### src/fcch_pkg.sv
// Package for the four-channel coincidence histogram block.
// Holds sizes, register and function codes, payload structs and the sequencer states.
// Used by every module in src; has no dependencies of its own.
package fcch_pkg;

  // Sizes of the rings, the histogram cube and the counters.
  localparam int RING_DEPTH    = 16;
  localparam int MAX_HALF_BINS = 7;
  localparam int COUNT_WIDTH   = 32;

  localparam int SIDE    = 2 * MAX_HALF_BINS + 1;
  localparam int CELLS   = SIDE * SIDE * SIDE;
  localparam int CELL_W  = $clog2(CELLS);
  localparam int RIDX_W  = $clog2(RING_DEPTH);
  localparam int FILL_W  = $clog2(RING_DEPTH + 1);
  localparam int RADDR_W = $clog2(4 * RING_DEPTH);
  localparam int HALF_W  = $clog2(MAX_HALF_BINS + 1);
  localparam int BIN_W   = $clog2(SIDE);

  // Field widths of the ports.
  localparam int TAG_W   = 63;
  localparam int BW_W    = 32;
  localparam int WIN_W   = 40;
  localparam int HB_W    = 3;
  localparam int TAU_W   = 4;
  localparam int ADDED_W = 13;
  localparam int OUT_W   = 32;
  localparam int MUL_W   = BW_W + $clog2(MAX_HALF_BINS + 2);

  localparam logic [ADDED_W-1:0]     ADDED_MAX = '1;
  localparam logic [COUNT_WIDTH-1:0] COUNT_MAX = '1;

  // Register bus.
  localparam int PADDR_W   = 5;
  localparam int PDATA_W   = 64;
  localparam int REG_IDX_W = 2;
  localparam logic [REG_IDX_W-1:0] REG_BIN_WIDTH = 2'd0;
  localparam logic [REG_IDX_W-1:0] REG_WINDOW    = 2'd1;
  localparam logic [REG_IDX_W-1:0] REG_HALF_BINS = 2'd2;

  // Function codes of a command beat.
  localparam logic [1:0] FUNC_EVENT = 2'd0;
  localparam logic [1:0] FUNC_CORR  = 2'd1;
  localparam logic [1:0] FUNC_READ  = 2'd2;
  localparam logic [1:0] FUNC_NOP   = 2'd3;

  typedef enum logic [1:0] {
    OP_EVENT,
    OP_CORR,
    OP_READ,
    OP_NOP
  } op_e;

  typedef struct packed {
    logic [1:0]       func;
    logic [1:0]       channel;
    logic [TAG_W-1:0] tag_time;
    logic [TAU_W-1:0] read_tau1;
    logic [TAU_W-1:0] read_tau2;
    logic [TAU_W-1:0] read_tau3;
  } cmd_t;

  typedef struct packed {
    logic [ADDED_W-1:0] added_count;
    logic [OUT_W-1:0]   total_count;
    logic [OUT_W-1:0]   cell_count;
    logic               ring_overflow;
  } res_t;

  typedef struct packed {
    logic [BW_W-1:0]  bin_width;
    logic [WIN_W-1:0] window_length;
    logic [HB_W-1:0]  half_bins;
  } cfg_t;

  // Classified command as it waits in the queue.
  typedef struct packed {
    op_e              op;
    logic [1:0]       ch;
    logic [2:0][1:0]  oth;
    logic [TAG_W-1:0] tag;
    logic [TAU_W-1:0] tau1;
    logic [TAU_W-1:0] tau2;
    logic [TAU_W-1:0] tau3;
  } job_t;

  // Status from the back end to the front end.
  typedef struct packed {
    logic clearing;
    logic pop;
  } bk_stat_t;

  typedef enum logic [4:0] {
    ST_CLEAR,
    ST_IDLE,
    ST_INSERT,
    ST_PRUNE_RD,
    ST_PRUNE_CHK,
    ST_CORR_START,
    ST_FETCH3,
    ST_FETCH2,
    ST_FETCH1,
    ST_WAIT,
    ST_DIFF,
    ST_SUM,
    ST_BIN,
    ST_HRD,
    ST_HWR,
    ST_NEXT,
    ST_READ,
    ST_READ_WAIT,
    ST_RESULT
  } bk_state_e;

  // The three channels other than ch, in ascending order (slot 0 first).
  function automatic logic [2:0][1:0] others_of(input logic [1:0] ch);
    logic [2:0][1:0] o;
    case (ch)
      2'd0:    o = {2'd3, 2'd2, 2'd1};
      2'd1:    o = {2'd3, 2'd2, 2'd0};
      2'd2:    o = {2'd3, 2'd1, 2'd0};
      default: o = {2'd2, 2'd1, 2'd0};
    endcase
    return o;
  endfunction

endpackage

### src/fcch_regs.sv
// Configuration registers of the coincidence histogram behind an APB-style port.
// Depends on fcch_pkg for the register map and the cfg_t struct.
module fcch_regs (
  input  logic                          clk_i,
  input  logic                          rst_ni,
  input  logic                          psel,
  input  logic                          penable,
  input  logic                          pwrite,
  input  logic [fcch_pkg::PADDR_W-1:0]  paddr,
  input  logic [fcch_pkg::PDATA_W-1:0]  pwdata,
  output logic [fcch_pkg::PDATA_W-1:0]  prdata,
  output logic                          pready,
  output fcch_pkg::cfg_t                cfg_o
);
  import fcch_pkg::*;

  cfg_t cfg_q, cfg_d;
  logic [REG_IDX_W-1:0] idx;
  logic wr_en;

  assign idx    = paddr[PADDR_W-1:3];
  assign wr_en  = psel & penable & pwrite;
  assign pready = 1'b1;
  assign cfg_o  = cfg_q;

  // Register write decode.
  always_comb begin
    cfg_d = cfg_q;
    if (wr_en) begin
      case (idx)
        REG_BIN_WIDTH: cfg_d.bin_width     = pwdata[BW_W-1:0];
        REG_WINDOW:    cfg_d.window_length = pwdata[WIN_W-1:0];
        REG_HALF_BINS: cfg_d.half_bins     = pwdata[HB_W-1:0];
        default:       cfg_d = cfg_q;
      endcase
    end
  end

  always_ff @(posedge clk_i or negedge rst_ni) begin
    if (!rst_ni) begin
      cfg_q.bin_width     <= BW_W'(1);
      cfg_q.window_length <= '0;
      cfg_q.half_bins     <= '0;
    end else begin
      cfg_q <= cfg_d;
    end
  end

  // Read-back mux.
  always_comb begin
    case (idx)
      REG_BIN_WIDTH: prdata = PDATA_W'(cfg_q.bin_width);
      REG_WINDOW:    prdata = PDATA_W'(cfg_q.window_length);
      REG_HALF_BINS: prdata = PDATA_W'(cfg_q.half_bins);
      default:       prdata = '0;
    endcase
  end

endmodule

### config.mk
export PLATFORM = sky130hd
export DESIGN_NAME = fcch_regs
export DESIGN_NICKNAME = d
export VERILOG_FILES = /design/src/fcch_pkg.sv /design/src/fcch_regs.sv
export SDC_FILE = /design/constraint.sdc
export NUM_CORES = 1
export LEC_CHECK = 0
export BUFFER_PORTS_ARGS = -buffer_cell sky130_fd_sc_hd__buf_2
export CAP_MARGIN = 20
export CORE_ASPECT_RATIO = 1.25
export CORE_MARGIN = 2
export CORE_UTILIZATION = 47
export CTS_CLUSTER_DIAMETER = 40
export CTS_CLUSTER_SIZE = 16
export DETAILED_ROUTE_END_ITERATION = 8
export GPL_TIMING_DRIVEN = 1
export PLACE_DENSITY = 0.86
export SYNTH_ARGS = -nofsm -noshare
export SYNTH_HDL_FRONTEND = slang
export SYNTH_SLANG_ARGS = --single-unit
### constraint.sdc
create_clock -name clk_i -period 2 [get_ports clk_i]
set_input_delay 0.3 -clock clk_i [delete_from_list [all_inputs] [get_ports clk_i]]
set_output_delay 0.3 -clock clk_i [all_outputs]
set_load 0.005 [all_outputs]
Word-level counts from Yosys, hierarchy flattened:

Index checks and enable logic that the tools add are counted.

* register bits: 75
* output and inout bits: 140
* input port bits: 74

* bitwise operators: 2
* eq/ne operators: 2
* mux-type cells: 1
* reduce and logical (&&, ||, !) cells: 4

Operator list (count)
* 40-bit one-hot mux with 3 select lines: 1
* 2-bit AND reduction: 3
* 1-bit bitwise AND: 2
* 2-bit by 1-bit == test with 1-bit output (second input constant): 1
* 2-bit == test (second input constant): 1
* 2-bit logical NOT: 1

Depth between registers and ports, before layout:

* word-level depth: 3
* depth in mapped cells: 4

Worst setup path before layout:

Ideal clock, no wire load.

* kind: input -> register
* from: input paddr[4] in the netlist's numbering
* to: register cfg_q (netlist bit cfg_o[44])
* stages: 4
* path slack: 632 ps
* arrival: 1243 ps
* library setup time: 125 ps
* required time: 1875 ps
* path buffers: 2
* cells stage by stage: buf_4 nor3_4 buf_6 mux2_2

* longest elaborated chain between the ends: 2

Ends and longest elaborated chain
* from (decl): line fcch_regs.sv:9 `input logic [fcch_pkg::PADDR_W-1:0] paddr,`
* 2-bit logical NOT: line fcch_regs.sv:30 `case (idx)`
* 2-bit AND reduction (no line)
* to (signal assigned): line fcch_regs.sv:45 `cfg_q <= cfg_d;`
* to (decl): line fcch_regs.sv:17 `cfg_t cfg_q, cfg_d;`

No other way between the ends.
A chain may end at the register's enable or synchronous reset.

Worst setup path after layout:

* from: input paddr[4] in the netlist's numbering
* to: output prdata[34] in the netlist's numbering

* longest elaborated chain between the ends: 2
* elaborated cells between the ends (all ways): 4
* those cells by class: 2 x eq/ne; 1 x mux; 1 x reduce/logical

Ends and longest elaborated chain
* 2-bit == test, or another cell as far along: line fcch_regs.sv:51 `case (idx)`
* 40-bit one-hot mux with 3 select lines *: line fcch_regs.sv:51
* to (decl): line fcch_regs.sv:11 `output logic [fcch_pkg::PDATA_W-1:0] prdata,`

Every way passes the cells marked *; elsewhere a longest branch is shown, timed or not.

==> flow_summary_export.csv <==
group,metric,value,unit
outcome,status,"completed",
cells_and_area,layout.nets,510,
critical_path,setup.worst_path.start_class,"primary input",
placed_design,gp_congestion,0.724,
timing,fin_setup_tns,0,ns
cells_and_area,diodes,0,
drt,num_vias,2624,
power,leakage,2.44,nW
grt,antenna_found_initial,0,
synth,yosys_warnings,0,
clock_tree,root_buffer,"clkbuf_8",
timing,fin_crit_sh,81.2,%
clock_tree,clkSlewWorstSetupHoldPaths,0.08,ns
critical_path,arrival,1.32,ns
clock_tree,htreeDepth,3,
timing,rsz0062_at_grt,"no",
clock_tree,clk_path_buf_depth,2,
clock_tree,clkSinkCount,75,
timing,finalHoldViolations,0,
grt,grt_max_degree,39,
timing,fmax,616,MHz
drt,first_iter_violations,53,
cells_and_area,mostFrequentLayoutCells,"buf_2 (160), dfrtp_1 (74), mux2_2 (70)",
synth,synth_area_leader_cell,"dfrtp_1",
timing,finalHoldWorstSlack,0.186,ns
grt,grt_pass1_wl,12.3,mm
min_path,min_to,"cfg_o[41]",
critical_path,critPathMaxFanout,20,
drt,ant_nets,0,
critical_path,worstSetupPathType,"primary input to primary output",
floorplanning,initial_core_util,48.8,%
critical_path,r2r-end,"cfg_o[71]",
floorplanning,fp.dieH,102,microns
clock_tree,cts_tree,"done",
grt,grtUsageTotal,19.3,%
critical_path,endpoint_kind,"primary output",
synth,avgSynthCellArea,13.2,sq um
timing,finalMaxSlewViolations,0,
timing,setup_viol,0,
power,power_density,953,nW/um^2
job,max_cap_violations,0,
power,vdd_ir_drop_max,0.704,mV
drt,post_drt_via_cell_ratio,4.92,
drt,routed_wl,8.06,mm
clock_tree,cts_resized,0,
synth,netlist_area,3610,sq um
critical_path,r2r_slack,1.16,ns
synth,ys_seq_elements,75,
cells_and_area,layout.cells.most_common,"buf_2",
timing,fin_skew,0,ns
floorplanning,io_pins,214,
drt,wl_per_cell,15.1,microns
clock_tree,cts_made_buffers,9,
floorplanning,core,7400,sq um
critical_path,reg2reg_from,"cfg_o[71]",
placed_design,dpl.hpwl,6.02,mm
synth,ys_types,19,
clock_tree,post_cts_buffers,0,
critical_path,r2r_cells,1,
grt,gr-total-overflow,0,
min_path,min_path_cells,2,
drt,drc,0,
clock_tree,clk_latency,0.34,ns
min_path,hold_start,"pwdata[38]",
synth,synth_top_area_share,51.3,%
cells_and_area,areaGrowthSynthToFinish,27.8,%
floorplanning,die_w,82.4,microns
drt,first_pass_iters,4,
placed_design,io_buffer_count,161,
synth,synth-seq-area-share,52.0,%
grt,grt_pass1_vias,2558,
min_path,hold_class,"primary input to flip-flop",
cells_and_area,largest_reg_flops,75,
cells_and_area,drive_gt1_share,58.7,%
floorplanning,dieArea,8410,sq um
critical_path,cp.required,1.70,ns
synth,syn_inst,273,
synth,synthTopCellsByArea,"dfrtp_1 (51%), mux2_2 (22%), mux2i_1 (8.9%)",
timing,min_period,1.62,ns
floorplanning,row_count,35,
worst max path at each step:
stage / endpoint / cells past startpoint / slack [ns] / start
floorplan: cfg_o[44] / 4 / 0.63 / paddr[4]
global route: prdata[34] / 4 / 0.33 / paddr[4]
global placement: cfg_o[37] / 4 / 0.34 / paddr[4]
detailed placement: cfg_o[33] / 5 / 0.31 / pwrite
finish: prdata[34] / 4 / 0.38 / paddr[4]
CTS: prdata[34] / 4 / 0.35 / paddr[4]
critical path, cell delays in order:
cell	delay, ns
buf_2	0.24
nor2b_1	0.45
and2_1	0.21
buf_2	0.11
repair_timing:
| item | 4_1_cts | 5_1_grt |
|---|---|---|
| endpoints found under the hold margin | 36 | 0 |
| hold buffers | 1 | 0 |
| setup endpoints to repair | 0 | 0 |
cell type report:
class / count / area, sq um
multi-input combinational: 181 / 1510
tap: 92 / 115
clock buffer: 11 / 151
timing repair buffer: 169 / 921
sequential: 75 / 1880
fill: 589 / 2790
clock inverter: 5 / 37.5
power by group:
group	total (mW)	internal, mW	switching (mW)
Clock	1.07	0.517	0.553
Combinational	1.19	0.696	0.493
Sequential	2.14	1.87	0.266
Total	4.40	3.09	1.31
cells by family (layout without fill, tap and decap cells):
kind of cell	after synthesis	in the layout	share of synthesized area, %
other cells	2	25	0.208
buf+inv	40	185	8.52
simple gates	46	46	6.62
mux	107	107	32.2
compound gates	3	3	0.416
flops	75	75	52.0
routing by layer:
| layer | part of all wire (%) | track usage (%) | vias up |
|---|---|---|---|
| li1 | - | - | 1211 |
| met1 | 39 | 20.5 | 1265 |
| met2 | 53 | 36.2 | 136 |
| met3 | 6.9 | 4.15 | 12 |
| met4 | 1.7 | 7.56 | 0 |
| met5 | 0 | 0 | - |
cell usage after synthesis:
master / n
and2_1: 8
buf_2: 3
buf_4: 27
buf_6: 7
clkbuf_1: 3
conb_1: 2
dfrtp_1: 74
dfstp_2: 1
mux2_1: 5
mux2_2: 70
mux2i_1: 32
nand2_1: 3
nand3_2: 1
nor2_1: 29
nor2b_1: 2
nor3_4: 1
nor3b_4: 1
o21ai_0: 3
or3b_4: 1
metrics by stage:
step	power (mW)	instances	cell area (sq um)	worst slack (ns)	utilization [%]
2_1_floorplan	2.73	296	3700	0.632	-
3_3_place_gp	3.31	516	4420	0.338	59.7
3_5_place_dp	3.37	516	4420	0.313	59.7
4_1_cts	4.46	533	4620	0.351	62.4
5_1_grt	4.71	533	4620	0.330	62.4
6_report	4.40	533	4620	0.377	62.4
Power figures use the tool's default switching activity.
